==> config.mk <==
export PLATFORM = sky130hd
export DESIGN_NAME = pcrl_ram
export DESIGN_NICKNAME = d
export VERILOG_FILES = /design/src/assert_macros.svh /design/src/pcrl_ram.sv
export SDC_FILE = /design/constraint.sdc
export NUM_CORES = 2
export LEC_CHECK = 0
export ABC_AREA = 1
export BUFFER_PORTS_ARGS = -buffer_cell sky130_fd_sc_hd__buf_2
export CAP_MARGIN = 20
export CORE_ASPECT_RATIO = 2
export CORE_MARGIN = 5
export CORE_UTILIZATION = 60
export CTS_CLUSTER_DIAMETER = 120
export DETAILED_ROUTE_END_ITERATION = 10
export PLACE_DENSITY_LB_ADDON = 0.05
export SYNTH_ARGS = -nofsm -noshare
export SYNTH_HDL_FRONTEND = slang
export SYNTH_SLANG_ARGS = --single-unit
==> constraint.sdc <==
create_clock -name clk_i -period 11.17 [get_ports clk_i]
set_input_delay 1.117 -clock clk_i [delete_from_list [all_inputs] [get_ports clk_i]]
set_output_delay 1.117 -clock clk_i [all_outputs]
set_load 0.005 [all_outputs]
==> src/assert_macros.svh <==
// Assertion macros shared by the rate limiter RTL.
`ifndef ASSERT_MACROS_SVH
`define ASSERT_MACROS_SVH

// Same-cycle implication, disabled while reset is asserted.
`define PCRL_ASSERT_IMP(lbl, clk, rstn, ante, cons) \
  lbl: assert property (@(posedge clk) disable iff (!rstn) (ante) |-> (cons)) \
    else $error("pcrl: same-cycle implication failed");

// Next-cycle implication, disabled while reset is asserted.
`define PCRL_ASSERT_NXT(lbl, clk, rstn, ante, cons) \
  lbl: assert property (@(posedge clk) disable iff (!rstn) (ante) |=> (cons)) \
    else $error("pcrl: next-cycle implication failed");

`endif

==> src/pcrl_ram.sv <==
// Generic simple dual-port RAM: one write port, one registered read port.
`default_nettype none

module pcrl_ram #(
  parameter int unsigned WIDTH = 32,
  parameter int unsigned DEPTH = 64
) (
  input  wire logic                                  clk_i,
  input  wire logic                                  we_i,
  input  wire logic [((DEPTH > 1) ? $clog2(DEPTH) : 1)-1:0] waddr_i,
  input  wire logic [WIDTH-1:0]                      wdata_i,
  input  wire logic                                  re_i,
  input  wire logic [((DEPTH > 1) ? $clog2(DEPTH) : 1)-1:0] raddr_i,
  output logic      [WIDTH-1:0]                      rdata_o
);

  logic [WIDTH-1:0] mem_q [DEPTH];
  logic [WIDTH-1:0] rdata_q;

  always_ff @(posedge clk_i) begin
    if (we_i) begin
      mem_q[waddr_i] <= wdata_i;
    end
    if (re_i) begin
      rdata_q <= mem_q[raddr_i];
    end
  end

  assign rdata_o = rdata_q;

endmodule

`default_nettype wire

==> flow_summary_export.csv <==
group,metric,value,unit
run_status,status,"finished clean",
synthesis,ys_seq_area_share,75.20,%
sta,grt_setup_unrepaired,"no",
critical_path,cp_max_fo,207,
cells_and_area,multiInputGateArea,18770,um2
sta,setup_violations,0,
route,wl,242800,um
global_routing,grt_overflow_total,0,
sta,tightestPinTransition,1.322,ns
sta,min_period_over_period,41.32,%
floorplan,chipWidth,273.1,um
min_path,hp-class,"flop to flop",
synthesis,syn_avg_cell_area,12.27,um2
global_routing,antenna_found_initial,25,
route,vias,54460,
sta,setup-tns-final,0,ns
synthesis,syn_inst,6769,
power_and_ir_drop,power.leakage,31.86,nW
cts,clock_latency,0.81,ns
floorplan,num_rows,193,
route,vias_per_cell,6.236,
cts,cts_buffer_depth,4,
cts,htree_levels,4,
sta,finClkSkew,0.03172,ns
critical_path,worstPathRequired,11.84,ns
synthesis,ys_warn_count,0,
placement,gp_congestion,0.8573,
synthesis,synth_seq_cells,2080,
sta,holdWs,0.8746,ns
floorplan,io_pins,79,
cts,tritoncts,"yes",
sta,final_max_slew_viol_count,0,
critical_path,startpoint_type,"primary input",
floorplan,die_area,146400,um2
placement,place_hpwl,129700,um
flow_run,drv_cap,0,
cts,post-cts-setup-buffers,0,
cells_and_area,seq_area,62460,um2
cts,cts_resized,0,
route,firstDrtPassIters,6,
placement,place_inst,8410,
route,wire_per_inst,27.80,um
placement,io_buffers,78,
sta,slew_headroom,11.89,%
synthesis,synth_nets,6816,
cts,hold_buffers,0,
power_and_ir_drop,peakVddDrop,137.3,uV
global_routing,grt_usage,32.82,%
cts,cts.sinks,2080,
floorplan,start_util,60.24,%
sta,max_freq,0.2167,GHz
critical_path,cp.arrival,5.29,ns
min_path,hold_depth,8,
cells_and_area,areaGrowthSynthToFinish,9.632,%
sta,hold_viol_final,0,
route,drtAntennaViolNets,0,
synthesis,netlist_area,83060,um2
cells_and_area,final_cells,8733,
route,drc,0,
cts,numCtsBuffers,179,
floorplan,die_y,536.2,um
critical_path,end_kind,"flop",
cells_and_area,drive_gt1_share,8.006,%
power_and_ir_drop,power_density,174.0,nW/um2
global_routing,grt_pass1_wl,350900,um
power_and_ir_drop,power,0.01585,W
floorplan,coreArea,137900,um2
critical_path,worstRegToRegCells,8,
route,drt_iter0_drc,6468,
global_routing,grt_start_max_net_pins,221,
cts,cts_root_buf,"clkbuf_16",
cells_and_area,nets,6787,
critical_path,critical_path_class,"primary input to flop",
global_routing,grt_pass1_vias,52380,
sta,timing.final.crit_period,4.615,ns
cells_and_area,n_fill_cell,10060,
cts,clk_pin_slew,0.06,ns
synthesis,synth_cell_type_count,15,
## registers in the layout, indices dropped and copies added (netlist names)
signal   count
rdata_o     32
mem_q     2048
## power by group
part           total, W  switching [W]  internal (W)
registers       0.00868      0.0000240       0.00865
logic           0.00100       0.000781      0.000223
clock network   0.00617        0.00272       0.00345
total            0.0158        0.00352        0.0123
## logic make-up (layout without fill, tap and decap cells)
kind of cell / count (synthesis) / in the layout / share of synthesized area, %
AND/OR/NAND/NOR: 4228 / 4228 / 22.03
flip-flops: 2080 / 2080 / 75.20
buffers and inverters: 461 / 562 / 2.769
other: 0 / 11 / 0
## synth_stat cells
cell type | count | area [um2]
nand2_1 | 2248 | 8438
edfxtp_1 | 2080 | 62460
nand3_1 | 1907 | 9544
buf_2 | 282 | 1411
clkbuf_1 | 77 | 289.0
nor2_1 | 56 | 210.2
buf_4 | 45 | 337.8
buf_1 | 40 | 150.1
inv_1 | 9 | 33.78
nand4_1 | 9 | 56.30
nor4_1 | 8 | 50.05
buf_6 | 3 | 33.78
buf_8 | 2 | 30.03
inv_2 | 2 | 7.510
inv_4 | 1 | 6.260
## cell type report
type,instances,share of cell area (%)
Multi-Input combinational cell,4228,20.61
Tap cell,1852,2.545
Antenna cell,11,0.03023
Timing Repair Buffer,239,1.914
Sequential cell,2080,68.59
Clock buffer,208,5.132
Clock inverter,103,1.084
Inverter,12,0.08931
## final timing paths
check	start	to	slack, ns
min reg2reg	mem_q[4][17]$_DFFE_PP_	rdata_o[17]$_DFFE_PP_	0.87
max	raddr_i[0]	rdata_o[17]$_DFFE_PP_	6.55
max reg2reg	mem_q[28][10]$_DFFE_PP_	rdata_o[10]$_DFFE_PP_	9.21
min	mem_q[4][17]$_DFFE_PP_	rdata_o[17]$_DFFE_PP_	0.87
## metrics by stage
stage	worst slack, ns	utilization (%)	cell area, um2
3_3_place_gp	5.899	61.89	85340
4_1_cts	6.755	66.00	91000
2_1_floorplan	5.923	-	83060
5_1_grt	6.435	66.02	91030
3_5_place_dp	5.908	61.89	85340
6_report	6.555	66.04	91060
## critical path, stage by stage
cell and delay, ns:
buf_8 0.29, buf_12 0.55, buf_4 0.85, buf_4 0.68, nand2_1 0.10, nand3_1 0.11, nand3_1 0.08, nand3_1 0.16
nand3_1 0.23, nand2_1 0.32, nand2_1 0.20, nand2_1 0.13
## routing by layer
metal | up-vias | global-route usage [%] | wire, um
met3 | 690 | 4.988 | 19640
met5 | - | 0 | 132
li1 | 24050 | - | -
met2 | 2773 | 55.44 | 121700
met4 | 18 | 18.62 | 16000
met1 | 26930 | 40.68 | 85340
## layout by cell type (no fill, tap or decap), types with 2 or more instances in the layout
cell / count
diode_2: 11
clkinv_2: 28
nand4_1: 9
inv_6: 2
buf_4: 153
inv_1: 6
buf_2: 74
bufinv_16: 20
clkbuf_16: 183
edfxtp_1: 2080
nand3_1: 1907
clkinv_1: 45
nand2_1: 2248
nor2_4: 56
clkbuf_1: 25
nor4_2: 8
inv_8: 2
inv_2: 2
clkinvlp_4: 8
buf_12: 7
buf_8: 3
Power figures use the tool's default switching activity.
